==> src/rtl/radix_converter_assert.svh <==
// Assertion macros for the radix converter.
// Used by radix_converter.sv; expects clk and rst_n in scope.
`ifndef RADIX_CONVERTER_ASSERT_SVH
`define RADIX_CONVERTER_ASSERT_SVH
`ifndef NO_ASSERTIONS
`define RC_ASSERT_IMP(label, ante, cons) \
  label: assert property (@(posedge clk) disable iff (!rst_n) (ante) |-> (cons)) \
    else $error("radix_converter: same-cycle check failed");
`define RC_ASSERT_NEXT(label, ante, cons) \
  label: assert property (@(posedge clk) disable iff (!rst_n) (ante) |=> (cons)) \
    else $error("radix_converter: next-cycle check failed");
`else
`define RC_ASSERT_IMP(label, ante, cons)
`define RC_ASSERT_NEXT(label, ante, cons)
`endif
`endif

==> src/rtl/rc_pkg.sv <==
// Shared constants and types for the radix converter.
// No dependencies; imported by radix_converter.sv.
package rc_pkg;

  localparam int MAX_DIGITS  = 32;
  localparam int VALUE_BITS  = 32;
  localparam int IN_VALUE_W  = 31;
  localparam int CHAR_W      = 8;
  localparam int BASE_W      = 6;
  localparam int DIGIT_W     = 6;
  localparam int OUT_VALUE_W = 32;
  localparam int COUNT_W     = $clog2(MAX_DIGITS + 1);
  localparam int ADDR_W      = $clog2(MAX_DIGITS);
  localparam int STEP_W      = $clog2(IN_VALUE_W);
  localparam int PROD_W      = VALUE_BITS + BASE_W;
  localparam int IN_TDATA_W  = ((IN_VALUE_W + CHAR_W + 7) / 8) * 8;
  localparam int OUT_TDATA_W = ((CHAR_W + OUT_VALUE_W + 7) / 8) * 8;

  localparam logic [BASE_W-1:0] BASE_MIN   = BASE_W'(2);
  localparam logic [BASE_W-1:0] BASE_MAX   = BASE_W'(36);
  localparam logic [BASE_W-1:0] BASE_RESET = BASE_W'(10);
  localparam logic [CHAR_W-1:0] CHAR_ZERO  = CHAR_W'(48);
  localparam logic [CHAR_W-1:0] CHAR_ALPHA = CHAR_W'(55);
  localparam logic [CHAR_W-1:0] CHAR_COLON = CHAR_W'(58);
  localparam logic [DIGIT_W-1:0] DIGIT_TEN = DIGIT_W'(10);

  localparam logic OP_TO_DIGITS = 1'b0;
  localparam logic OP_FEED      = 1'b1;

  typedef logic [BASE_W-1:0]     base_t;
  typedef logic [DIGIT_W-1:0]    digit_t;
  typedef logic [CHAR_W-1:0]     char_t;
  typedef logic [VALUE_BITS-1:0] acc_t;

endpackage

==> src/rtl/radix_converter.sv <==
// Radix converter top level: value to digit string and digit string to value.
// Depends on rc_pkg, rc_ram and radix_converter_assert.svh.
//
// Channels: in_* takes items, out_* returns result items, cfg_* writes the
// base (2 to 36; values outside are clamped). cfg_ready is always high and
// the base should be written only while the block is idle.
// A value item (tuser 0) is divided by the base one quotient bit per cycle
// on a shared restoring divider, one digit for each division. The
// remainders go to a 32-entry RAM, then are read back most significant
// first, one digit item at a time: the next is read only after the
// receiver takes the last. Worst case is base 2 with 31 digits.
// A digit item (tuser 1) goes through the multiplier, then the adder;
// with tlast set it then returns one value item with the overflow flag.
// in_tready is high only while idle. A stalled receiver holds the current
// result item and the block waits. Reset restores base 10 and clears the
// accumulator and the overflow flag; the remainder RAM is not cleared.
module radix_converter (
  input  logic                          clk,
  input  logic                          rst_n,
  input  logic                          cfg_valid,
  output logic                          cfg_ready,
  input  logic [rc_pkg::BASE_W-1:0]     cfg_data,
  input  logic                          in_tvalid,
  output logic                          in_tready,
  input  logic [rc_pkg::IN_TDATA_W-1:0] in_tdata,   // in_value, in_char, zero pad
  input  logic                          in_tuser,   // operation
  input  logic                          in_tlast,
  output logic                          out_tvalid,
  input  logic                          out_tready,
  output logic [rc_pkg::OUT_TDATA_W-1:0] out_tdata, // out_char, out_value
  output logic                          out_tuser,  // out_overflow
  output logic                          out_tlast
);

  import rc_pkg::*;

  localparam logic [2:0] ST_IDLE = 3'd0;
  localparam logic [2:0] ST_DIV  = 3'd1;
  localparam logic [2:0] ST_RD   = 3'd2;
  localparam logic [2:0] ST_LOAD = 3'd3;
  localparam logic [2:0] ST_OUT  = 3'd4;
  localparam logic [2:0] ST_MUL  = 3'd5;
  localparam logic [2:0] ST_ADD  = 3'd6;
  localparam logic [2:0] ST_VOUT = 3'd7;

  logic [2:0]            state_r, state_nxt;
  base_t                 base_r, base_eff;
  logic [IN_VALUE_W-1:0] v_r, v_nxt;
  digit_t                rem_r, rem_nxt;
  logic [STEP_W-1:0]     step_r, step_nxt;
  logic [COUNT_W-1:0]    count_r, count_nxt;
  acc_t                  acc_r, acc_nxt;
  logic                  ovf_r, ovf_nxt;
  logic [PROD_W-1:0]     prod_r, prod_nxt;
  char_t                 char_r, char_nxt;
  logic                  last_r, last_nxt;
  logic                  out_valid_r, out_valid_nxt;
  char_t                 out_char_r, out_char_nxt;
  logic [OUT_VALUE_W-1:0] out_value_r, out_value_nxt;
  logic                  out_ovf_r, out_ovf_nxt;
  logic                  out_last_r, out_last_nxt;

  logic [DIGIT_W:0]      rem_sh;
  logic                  q_bit;
  digit_t                rem_step;
  logic [IN_VALUE_W-1:0] v_step;
  logic                  ram_we;
  logic [ADDR_W-1:0]     ram_waddr, ram_raddr;
  digit_t                ram_rdata;
  logic [CHAR_W-1:0]     mag;
  logic                  neg;
  acc_t                  prod_lo;
  logic [VALUE_BITS:0]   sum_pos;
  acc_t                  sum;
  logic                  ovf_add;
  logic                  ovf_mul;
  logic [COUNT_W-1:0]    count_inc;

  always_comb begin
    if (base_r < BASE_MIN) begin
      base_eff = BASE_MIN;
    end else if (base_r > BASE_MAX) begin
      base_eff = BASE_MAX;
    end else begin
      base_eff = base_r;
    end
  end

  assign rem_sh   = {rem_r, v_r[IN_VALUE_W-1]};
  assign q_bit    = rem_sh >= {1'b0, base_eff};
  assign rem_step = q_bit ? DIGIT_W'(rem_sh - {1'b0, base_eff}) : DIGIT_W'(rem_sh);
  assign v_step   = {v_r[IN_VALUE_W-2:0], q_bit};
  assign count_inc = count_r + COUNT_W'(1);

  assign ram_we    = (state_r == ST_DIV) && (step_r == STEP_W'(IN_VALUE_W - 1));
  assign ram_waddr = count_r[ADDR_W-1:0];
  assign ram_raddr = ADDR_W'(count_r - COUNT_W'(1));

  rc_ram #(
    .WIDTH (DIGIT_W),
    .DEPTH (MAX_DIGITS)
  ) u_rem_ram (
    .clk   (clk),
    .we    (ram_we),
    .waddr (ram_waddr),
    .wdata (rem_step),
    .raddr (ram_raddr),
    .rdata (ram_rdata)
  );

  always_comb begin
    if (char_r < CHAR_COLON) begin
      if (char_r >= CHAR_ZERO) begin
        mag = char_r - CHAR_ZERO;
        neg = 1'b0;
      end else begin
        mag = CHAR_ZERO - char_r;
        neg = 1'b1;
      end
    end else begin
      mag = char_r - CHAR_ALPHA;
      neg = 1'b0;
    end
  end

  assign ovf_mul = |prod_r[PROD_W-1:VALUE_BITS];
  assign prod_lo = prod_r[VALUE_BITS-1:0];
  assign sum_pos = {1'b0, prod_lo} + (VALUE_BITS + 1)'(mag);

  always_comb begin
    if (neg) begin
      sum     = prod_lo - VALUE_BITS'(mag);
      ovf_add = prod_lo < VALUE_BITS'(mag);
    end else begin
      sum     = sum_pos[VALUE_BITS-1:0];
      ovf_add = sum_pos[VALUE_BITS];
    end
  end

  always_comb begin
    state_nxt     = state_r;
    v_nxt         = v_r;
    rem_nxt       = rem_r;
    step_nxt      = step_r;
    count_nxt     = count_r;
    acc_nxt       = acc_r;
    ovf_nxt       = ovf_r;
    prod_nxt      = prod_r;
    char_nxt      = char_r;
    last_nxt      = last_r;
    out_valid_nxt = out_valid_r;
    out_char_nxt  = out_char_r;
    out_value_nxt = out_value_r;
    out_ovf_nxt   = out_ovf_r;
    out_last_nxt  = out_last_r;
    unique case (state_r)
      ST_IDLE: begin
        if (in_tvalid) begin
          if (in_tuser == OP_TO_DIGITS) begin
            v_nxt     = in_tdata[IN_VALUE_W-1:0];
            rem_nxt   = '0;
            step_nxt  = '0;
            count_nxt = '0;
            state_nxt = ST_DIV;
          end else begin
            char_nxt  = in_tdata[IN_VALUE_W +: CHAR_W];
            last_nxt  = in_tlast;
            state_nxt = ST_MUL;
          end
        end
      end
      ST_DIV: begin
        if (step_r == STEP_W'(IN_VALUE_W - 1)) begin
          count_nxt = count_inc;
          v_nxt     = v_step;
          rem_nxt   = '0;
          step_nxt  = '0;
          if (v_step == '0 || count_inc == COUNT_W'(MAX_DIGITS)) begin
            state_nxt = ST_RD;
          end
        end else begin
          v_nxt    = v_step;
          rem_nxt  = rem_step;
          step_nxt = step_r + STEP_W'(1);
        end
      end
      ST_RD: begin
        state_nxt = ST_LOAD;
      end
      ST_LOAD: begin
        out_valid_nxt = 1'b1;
        out_char_nxt  = (ram_rdata < DIGIT_TEN) ? CHAR_W'(ram_rdata) + CHAR_ZERO
                                                : CHAR_W'(ram_rdata) + CHAR_ALPHA;
        out_value_nxt = '0;
        out_ovf_nxt   = 1'b0;
        out_last_nxt  = count_r == COUNT_W'(1);
        state_nxt     = ST_OUT;
      end
      ST_OUT: begin
        if (out_tready) begin
          out_valid_nxt = 1'b0;
          count_nxt     = count_r - COUNT_W'(1);
          state_nxt     = (count_r == COUNT_W'(1)) ? ST_IDLE : ST_RD;
        end
      end
      ST_MUL: begin
        prod_nxt  = {{BASE_W{1'b0}}, acc_r} * {{VALUE_BITS{1'b0}}, base_eff};
        state_nxt = ST_ADD;
      end
      ST_ADD: begin
        if (last_r) begin
          out_valid_nxt = 1'b1;
          out_char_nxt  = '0;
          out_value_nxt = OUT_VALUE_W'(sum);
          out_ovf_nxt   = ovf_r | ovf_mul | ovf_add;
          out_last_nxt  = 1'b1;
          acc_nxt       = '0;
          ovf_nxt       = 1'b0;
          state_nxt     = ST_VOUT;
        end else begin
          acc_nxt   = sum;
          ovf_nxt   = ovf_r | ovf_mul | ovf_add;
          state_nxt = ST_IDLE;
        end
      end
      ST_VOUT: begin
        if (out_tready) begin
          out_valid_nxt = 1'b0;
          state_nxt     = ST_IDLE;
        end
      end
      default: begin
        state_nxt = ST_IDLE;
      end
    endcase
  end

  always_ff @(posedge clk) begin
    if (!rst_n) begin
      state_r     <= ST_IDLE;
      base_r      <= BASE_RESET;
      count_r     <= '0;
      acc_r       <= '0;
      ovf_r       <= 1'b0;
      out_valid_r <= 1'b0;
      step_r      <= '0;
    end else begin
      state_r     <= state_nxt;
      count_r     <= count_nxt;
      acc_r       <= acc_nxt;
      ovf_r       <= ovf_nxt;
      out_valid_r <= out_valid_nxt;
      step_r      <= step_nxt;
      if (cfg_valid) begin
        base_r <= cfg_data;
      end
    end
  end

  always_ff @(posedge clk) begin
    v_r         <= v_nxt;
    rem_r       <= rem_nxt;
    prod_r      <= prod_nxt;
    char_r      <= char_nxt;
    last_r      <= last_nxt;
    out_char_r  <= out_char_nxt;
    out_value_r <= out_value_nxt;
    out_ovf_r   <= out_ovf_nxt;
    out_last_r  <= out_last_nxt;
  end

  assign cfg_ready  = 1'b1;
  assign in_tready  = state_r == ST_IDLE;
  assign out_tvalid = out_valid_r;
  assign out_tdata  = OUT_TDATA_W'({out_value_r, out_char_r});
  assign out_tuser  = out_ovf_r;
  assign out_tlast  = out_last_r;

`include "radix_converter_assert.svh"

  `RC_ASSERT_IMP(a_no_accept_while_result, out_tvalid, !in_tready)
  `RC_ASSERT_IMP(a_rem_below_base, state_r == ST_DIV, rem_r < base_eff)
  `RC_ASSERT_IMP(a_count_in_range, 1'b1, count_r <= COUNT_W'(MAX_DIGITS))
  `RC_ASSERT_NEXT(a_idle_after_last, out_tvalid && out_tready && out_tlast, in_tready)

endmodule

==> src/rtl/rc_ram.sv <==
// Generic single-write, single-read RAM with a registered read port.
// No dependencies; used by radix_converter.sv for the remainder store.
module rc_ram #(
  parameter int WIDTH = 8,
  parameter int DEPTH = 32
) (
  input  logic                     clk,
  input  logic                     we,
  input  logic [$clog2(DEPTH)-1:0] waddr,
  input  logic [WIDTH-1:0]         wdata,
  input  logic [$clog2(DEPTH)-1:0] raddr,
  output logic [WIDTH-1:0]         rdata
);

  logic [WIDTH-1:0] mem [DEPTH];
  logic [WIDTH-1:0] rdata_r;

  always_ff @(posedge clk) begin
    if (we) begin
      mem[waddr] <= wdata;
    end
    rdata_r <= mem[raddr];
  end

  assign rdata = rdata_r;

endmodule
==> config.mk <==
export PLATFORM = sky130hd
export DESIGN_NAME = radix_converter
export DESIGN_NICKNAME = d
export VERILOG_FILES = /design/src/rtl/rc_pkg.sv /design/src/rtl/radix_converter.sv /design/src/rtl/rc_ram.sv
export VERILOG_INCLUDE_DIRS = /design/src /design/src/rtl
export SDC_FILE = /design/constraint.sdc
export NUM_CORES = 1
export LEC_CHECK = 0
export ABC_AREA = 1
export BUFFER_PORTS_ARGS = -buffer_cell sky130_fd_sc_hd__buf_2
export CAP_MARGIN = 0
export CORE_UTILIZATION = 29
export DETAILED_ROUTE_END_ITERATION = 6
export GPL_TIMING_DRIVEN = 0
export PLACE_DENSITY = 0.41
export SLEW_MARGIN = 25
export SYNTH_ARGS = -nofsm -noshare
export SYNTH_HDL_FRONTEND = slang
export SYNTH_SLANG_ARGS = --single-unit
==> constraint.sdc <==
create_clock -name clk -period 9.4 [get_ports clk]
set_clock_uncertainty 0.2 [all_clocks]
set_input_delay 0 -clock clk [delete_from_list [all_inputs] [get_ports clk]]
set_output_delay 0 -clock clk [all_outputs]
set_load 0.005 [all_outputs]
**After elaboration in Yosys (flattened, before gate mapping)**

Memory sizes are Yosys's and may differ from the RTL's. A register that Yosys moved wholly into a read port is not among the register bits.
Index checks and enable logic that the tools add are counted.

- Register bits: 180
- Input bits: 53
- Word-level logic and storage cells: 119
- Memories: 1
- Output and inout port bits: 45
- Memory bits (writable): 192

Memories:

| memory | depth | bits a word | rd ports | clocked after memory_dff | wr ports | RTL line | source |
|---|---|---|---|---|---|---|---|
| u_rem_ram.mem | 32 | 6 | 1 | 1 | 1 | rc_ram.sv:15 | `logic [WIDTH-1:0] mem [DEPTH];` |

- Add/sub/neg operators: 11
- Bitwise logic cells: 2
- Reductions and logical operators: 16
- Multiplexer cells: 47
- Equal/unequal tests: 18
- Multipliers: 1
- $lt $le $gt $ge: 7

Operators with widths:

| operator | number |
|---|---|
| 32-bit 2-to-1 mux | 3 |
| 32-bit case mux with 2 select lines | 1 |
| 31-bit 2-to-1 mux | 2 |
| 31-bit case mux with 2 select lines | 1 |
| 6-bit 2-to-1 mux | 8 |
| 32-bit by 6-bit multiplier with 38-bit output | 1 |
| 32-bit by 8-bit adder with 33-bit output | 1 |
| 32-bit by 8-bit < comparator with 1-bit output | 1 |
| 32-bit by 8-bit subtractor with 32-bit output | 1 |
| 31-bit zero test | 1 |
| 8-bit 2-to-1 mux | 3 |
| 3-bit case mux with 8 select lines | 1 |
| 3-bit 2-to-1 mux | 7 |
| 6-bit case mux with 3 select lines | 1 |
| 8-bit case mux with 2 select lines | 1 |
| 8-bit by 6-bit subtractor with 8-bit output, second input constant | 2 |
| 5-bit 2-to-1 mux | 3 |
| 6-bit by 6-bit adder with 7-bit output, second input constant | 2 |
| 3-bit == test, second input constant | 4 |
| 6-bit case mux with 2 select lines | 1 |
| 2-bit != test, second input constant | 5 |
| 5-bit case mux with 2 select lines | 1 |
| 5-bit AND reduction | 2 |
| 1-bit 2-to-1 mux | 9 |
| other kinds (31) | 40 |

**Longest topological paths before layout**

- Depth in word-level cells: 9
- Depth in mapped cells: 29

**By module**

From an unflattened synthesis, not the netlist that was laid out.

- Cells, all modules: 3164
- Area total of the unflattened synthesis: 25514.5 um2

Modules (own cells, without submodules):

| module | cells each | area an instance (um2) | times used |
|---|---|---|---|
| radix_converter | 2460 | 17436.7 | 1 |
| rc_ram | 704 | 8077.7 | 1 |

**Least setup slack after synthesis**

OpenSTA, ideal clock, no wires.

- Path kind: flip-flop to flip-flop
- Start: register base_r[3]
- End: register prod_r[32] (data pin)
- Cell stages (with the launch flop): 25
- Data required time: 8.948 ns
- Path buffers: 1
- Slack: 4.682 ns
- Arrival: 4.266 ns
- Cells stage by stage: dfxtp_1 > nor2_1 > inv_1 > nor2_1 > nor2_1 > inv_1 > a21oi_1 > nor2_1 > clkbuf_1 > nor2_1 > fa_1 > inv_1 > fa_1 > fa_1 > inv_1 > ha_1 > a21oi_1 > nand2_1 > a21oi_1 > inv_1 > a21oi_1 > nand3b_1 > nand2_1 > nand2_1 > nand2_1

- Cells in the longest elaborated chain, start to end: 4
- Elaborated cells between the ends (all ways): 5
- Classes of those cells: 1 x mul; 2 x order compare; 2 x mux

Ends and longest elaborated chain:

| element | RTL line | source |
|---|---|---|
| from (decl) | radix_converter.sv:47 | `base_t base_r, base_eff;` |
| from (signal assigned) | radix_converter.sv:255 | `base_r <= cfg_data;` |
| 6-bit > comparator | radix_converter.sv:82 | `end else if (base_r > BASE_MAX) begin` |
| 6-bit 2-to-1 mux | radix_converter.sv:82 |  |
| 6-bit 2-to-1 mux * | radix_converter.sv:80 | `if (base_r < BASE_MIN) begin` |
| 32-bit by 6-bit multiplier with 38-bit output * | radix_converter.sv:207 | `prod_nxt = {{BASE_W{1'b0}}, acc_r} * {{VALUE_BITS{1'b0}}, base_eff};` |
| to (signal assigned) | radix_converter.sv:263 | `prod_r <= prod_nxt;` |
| to (decl) | radix_converter.sv:54 | `logic [PROD_W-1:0] prod_r, prod_nxt;` |

Every way passes the cells marked *; elsewhere a longest branch is shown, timed or not.
A chain may end at the register's enable or synchronous reset.

**Worst setup path in the final report**

- Start: register base_r[3]
- End: register prod_r[29] (data pin)

The elaborated chain is that of the path after synthesis.

==> results <==
- In the routed design, unresolved DRC markers number 0.
- The clock latency reported for the late side of the worst-skew pair is between 0.6 and 0.7 ns.
- In this run the deepest clock path goes through 3 buffers.
- The arrival time at the worst endpoint is roughly 6.1 ns.
- The worst hold margin is about 0.026 ns.
- Derived from the worst setup path, the maximum achievable clock frequency is around 170 MHz.
- The floorplan step set the die height to roughly 300 um.
- The area taken by multi-input logic gates is 0.0124 mm2.
- Setup total negative slack on the finished layout was measured at 0 ns.
- Summing all flip-flop and latch instances after layout gives around 0.011 mm2.
- For this design, the CTS-stage hold fixing added approximately 90 buffers.
- The final core utilization is about a third.
- The power per standard cell area is between 200 and 300 mW/mm2.
- The relative area change from synthesis to final layout is 18.6%.
- The kind of start point of the critical path is a flip-flop.
- The TritonCTS clock tree is done.
- In the routed layout, each cell is associated on average with a via count of approximately 4.7.
- The path class of the tightest hold or removal check is in2reg.
- The share of async-settable or async-resettable flops after synthesis is 0%.
- The shortest clock period the worst path allows after layout is 6.00 ns.
- Cells with a size suffix above 1 make up 9.40% of the layout.
- Across every metal layer, demand over resource in global routing totals around a fifth.
- Clock-pin slew was measured on the worst setup and hold paths at roughly 0.060 ns.
- Entering global routing, the biggest net connects between 40 and 50 pins.
- The count of TritonRoute iterations in the first routing pass is 5.
- During synthesis, Yosys emitted a total of 0 warnings.
- The area of the die is slightly below 0.09 mm2.
- Setup repair after global routing left no endpoint under its margin.
- The peak fanout along the critical path is 10.
- The HPWL after detailed placement is roughly 70000 um.
- In this run the static leakage power is 0.0128 uW.
- The initialized floorplan defines ~110 standard-cell rows.
- The count of nets left with antenna violations once routing finished came out at 0.
- The total count of max-transition violations in the final report was 0.
- Setup violations remaining at the end of the flow were counted as 0.
- The clock drives around 380 sinks.
- The final layout contains routed wiring with a total length of around 90000 um.
- The synthesized design contains between 300 and 400 register bits.
- Measured against its own limit, the worst slew margin works out to between 30% and 40%.
- Summing the sequential cell areas from Yosys gives between 40% and 50% of the chip area.
- After filler insertion, the fill cell instance count of the layout stands at 9068.
- During I/O placement, the number of pins put on the boundary was between 90 and 100.
- The area inside the core boundary is 0.0866 mm2.
- The routed wire length per instance is 19.7 um.
- Counting every net in the synthesized netlist gives about 3300.
- The final critical path takes up around 64% of the cycle.
- Summed over all layers, the global routing overflow is 0.
- The synthesized design contains ~320 enable-type register cells.
- The number of port buffers is 94.
- The number of global-route vias before repair is ~22000.
- The synthesized cell area is between 0.02 and 0.03 mm2.
- The number of antenna violations at the first check in global routing is 4.
- Across all layers, the routed design uses about 21000 vias.
- Buffers added to address setup during post-CTS repair amount to 0.
- The CTS H-tree depth is 2.
- The final estimated routing congestion in global placement is around 0.94.
- In the synthesized netlist the dominant register cell turns out to be sky130_fd_sc_hd__edfxtp_1.
- The sort of element at the end of the critical path is a flip-flop.
- In this run, the number of DRC markers left after iteration 0 of detailed routing was about 1400.
- The final-report hold violation count is 0.
- The count of distinct cell types in the synthesized netlist is 52.
- At the worst endpoint, the required time is roughly 9.5 ns.
- For this run, the post-layout net count is 3530.
- The cell count after synthesis is roughly 3000.
- The number of gates resized after CTS was 0.
- The worst setup path is of the reg2reg kind.
- The initial standard-cell utilization of the core is 29.2%.
- At the pin with the least slew margin, the transition time is approximately 1.0 ns.
- The first global-routing pass estimated 133000 um of wire.
- The number of max-capacitance violations reported is 0.
- The worst-case IR drop observed on VDD is roughly 160 uV.
- A synthesized cell averages 8.37 um2.
- The die is about 300 um wide.
- The flow ran to the end, and the final reports show no timing, DRC or antenna violations.
- The number of buffers created by CTS is 46.
- In this run the clock root is driven by a sky130_fd_sc_hd__clkbuf_16.
-- placed cells by master, fill, tap and decap left out, drive strengths merged, types with 2 or more instances in the layout --
cell,netlist,final
a21o,7,7
fa,124,124
a31oi,14,14
nor4,6,6
clkinvlp,0,3
bufinv,0,3
or2,5,5
inv,483,485
dfxtp,60,60
nand4,33,33
dlygate4sd3,0,92
o31ai,2,2
buf,59,166
xnor2,11,11
clkbuf,43,107
nor2,513,513
o32ai,24,24
a221oi,2,2
o21ai,137,137
o21bai,8,8
o221ai,24,24
edfxtp,317,317
conb,2,2
clkinv,1,13
a21oi,115,115
a21boi,4,4
nand2,658,658
a211oi,11,11
nand3b,8,8
ha,81,81
mux2i,24,24
nand3,143,143
o211ai,25,25
xor2,46,46
nor3,30,30
-- worst max-delay path, cell delays in order (launching register included) --
cell                       delay [ns]
sky130_fd_sc_hd__dfxtp_1         0.33
sky130_fd_sc_hd__nor2_1          0.11
sky130_fd_sc_hd__inv_1           0.05
sky130_fd_sc_hd__nor2_1          0.11
sky130_fd_sc_hd__nor2_1          0.05
sky130_fd_sc_hd__inv_1           0.08
sky130_fd_sc_hd__a21oi_1         0.08
sky130_fd_sc_hd__nor2_1          0.44
sky130_fd_sc_hd__clkbuf_1        0.63
sky130_fd_sc_hd__nor2_1          0.14
sky130_fd_sc_hd__fa_1            0.52
sky130_fd_sc_hd__fa_1            0.50
sky130_fd_sc_hd__inv_1           0.06
sky130_fd_sc_hd__fa_1            0.54
sky130_fd_sc_hd__inv_1           0.04
sky130_fd_sc_hd__ha_1            0.35
sky130_fd_sc_hd__a21oi_1         0.23
sky130_fd_sc_hd__o21ai_0         0.21
sky130_fd_sc_hd__a21oi_1         0.19
sky130_fd_sc_hd__nand2_1         0.09
sky130_fd_sc_hd__a21oi_1         0.31
sky130_fd_sc_hd__inv_1           0.07
sky130_fd_sc_hd__nand2_1         0.08
sky130_fd_sc_hd__nand2_1         0.05
sky130_fd_sc_hd__nand2_1         0.06
sky130_fd_sc_hd__nand2_1         0.13
-- metrics by stage --
stage                     cell area, um2  setup slack, ns  std cells  total power (uW)
after global routing               30000             2.83       4464              8190
after CTS                          30000             3.30       4463              7800
after floorplan                    25300             4.68       3025              4430
after global placement             27200             2.31       4274              5740
after detailed placement           27600             3.37       4287              5940
final                              30000             3.40       4464              7740
-- worst paths after layout --
check                         start                      to  slack (ns)  cells past startpoint
max          base_r[3]$_SDFFE_PN1P_    prod_r[29]$_DFFE_PP_        3.40                     25
min                     in_tdata[3]        v_r[3]$_DFFE_PP_        0.03                      4
max reg2reg  base_r[3]$_SDFFE_PN1P_    prod_r[29]$_DFFE_PP_        3.40                     25
min reg2reg  step_r[4]$_SDFFE_PN0P_  step_r[4]$_SDFFE_PN0P_        0.27                      2
-- Yosys cell counts (10+ instances only) --
cell type / instances / area (um2)
sky130_fd_sc_hd__a211oi_1: 10 / 75.1
sky130_fd_sc_hd__a21oi_1: 112 / 561
sky130_fd_sc_hd__a31oi_1: 14 / 87.6
sky130_fd_sc_hd__buf_2: 35 / 175
sky130_fd_sc_hd__buf_4: 16 / 120
sky130_fd_sc_hd__clkbuf_1: 43 / 161
sky130_fd_sc_hd__dfxtp_1: 60 / 1200
sky130_fd_sc_hd__edfxtp_1: 317 / 9520
sky130_fd_sc_hd__fa_1: 124 / 2480
sky130_fd_sc_hd__ha_1: 81 / 1010
sky130_fd_sc_hd__inv_1: 464 / 1740
sky130_fd_sc_hd__inv_2: 19 / 71.3
sky130_fd_sc_hd__mux2i_1: 24 / 240
sky130_fd_sc_hd__nand2_1: 651 / 2440
sky130_fd_sc_hd__nand3_1: 133 / 666
sky130_fd_sc_hd__nand3_2: 10 / 100
sky130_fd_sc_hd__nand4_1: 33 / 206
sky130_fd_sc_hd__nor2_1: 490 / 1840
sky130_fd_sc_hd__nor2_2: 21 / 131
sky130_fd_sc_hd__nor3_1: 25 / 125
sky130_fd_sc_hd__o211ai_1: 25 / 188
sky130_fd_sc_hd__o21ai_0: 127 / 636
sky130_fd_sc_hd__o221ai_1: 24 / 210
sky130_fd_sc_hd__o32ai_1: 24 / 210
sky130_fd_sc_hd__xnor2_1: 11 / 96.3
sky130_fd_sc_hd__xor2_1: 46 / 403
-- report_power, final --
group	switching (uW)	internal, uW	total [uW]	leakage (uW)
sequential	105	2380	2490	0.00337
clock	753	1040	1790	0.000730
combinational	2460	999	3460	0.00868
-- logic make-up after synthesis --
group                    synth area share, %
AND/OR/NAND/NOR                         22.8
buffers and inverters                   9.19
flip-flops                              42.3
AO/OA/AOI/OAI                           8.90
adder cells (fa/ha/maj)                 13.8
XOR/XNOR                                1.97
multiplexers                           0.949
other                                 0.0297
-- metal layers --
metal | vias to the layer above | GRT usage, % | wire, um
met5 | - | 0 | 26
met4 | 4 | 5.20 | 2200
met3 | 111 | 2.52 | 3460
met2 | 505 | 33.6 | 41900
met1 | 10242 | 26.5 | 40300
li1 | 10294 | - | -
-- flip-flops by register name, summed over array words and instances (netlist names), 3 cells and up --
signal,flops
step_r,5
state_r,3
u_rem_ram.mem,192
u_rem_ram.rdata,6
out_value_r,32
out_char_r,7
rem_r,6
base_r,6
acc_r,32
prod_r,38
v_r,31
char_r,8
count_r,6
-- cell type report --
class,instances,area share [%]
diodes,1,0.00833
plain buffers,102,1.70
clock buffers,64,4.22
clock inverters,20,0.862
inverters,484,6.05
multi-input cells,2062,41.2
flip-flops and latches,377,35.7
well taps,1155,4.81
repair buffers,199,5.48
Power figures use the tool's default switching activity.
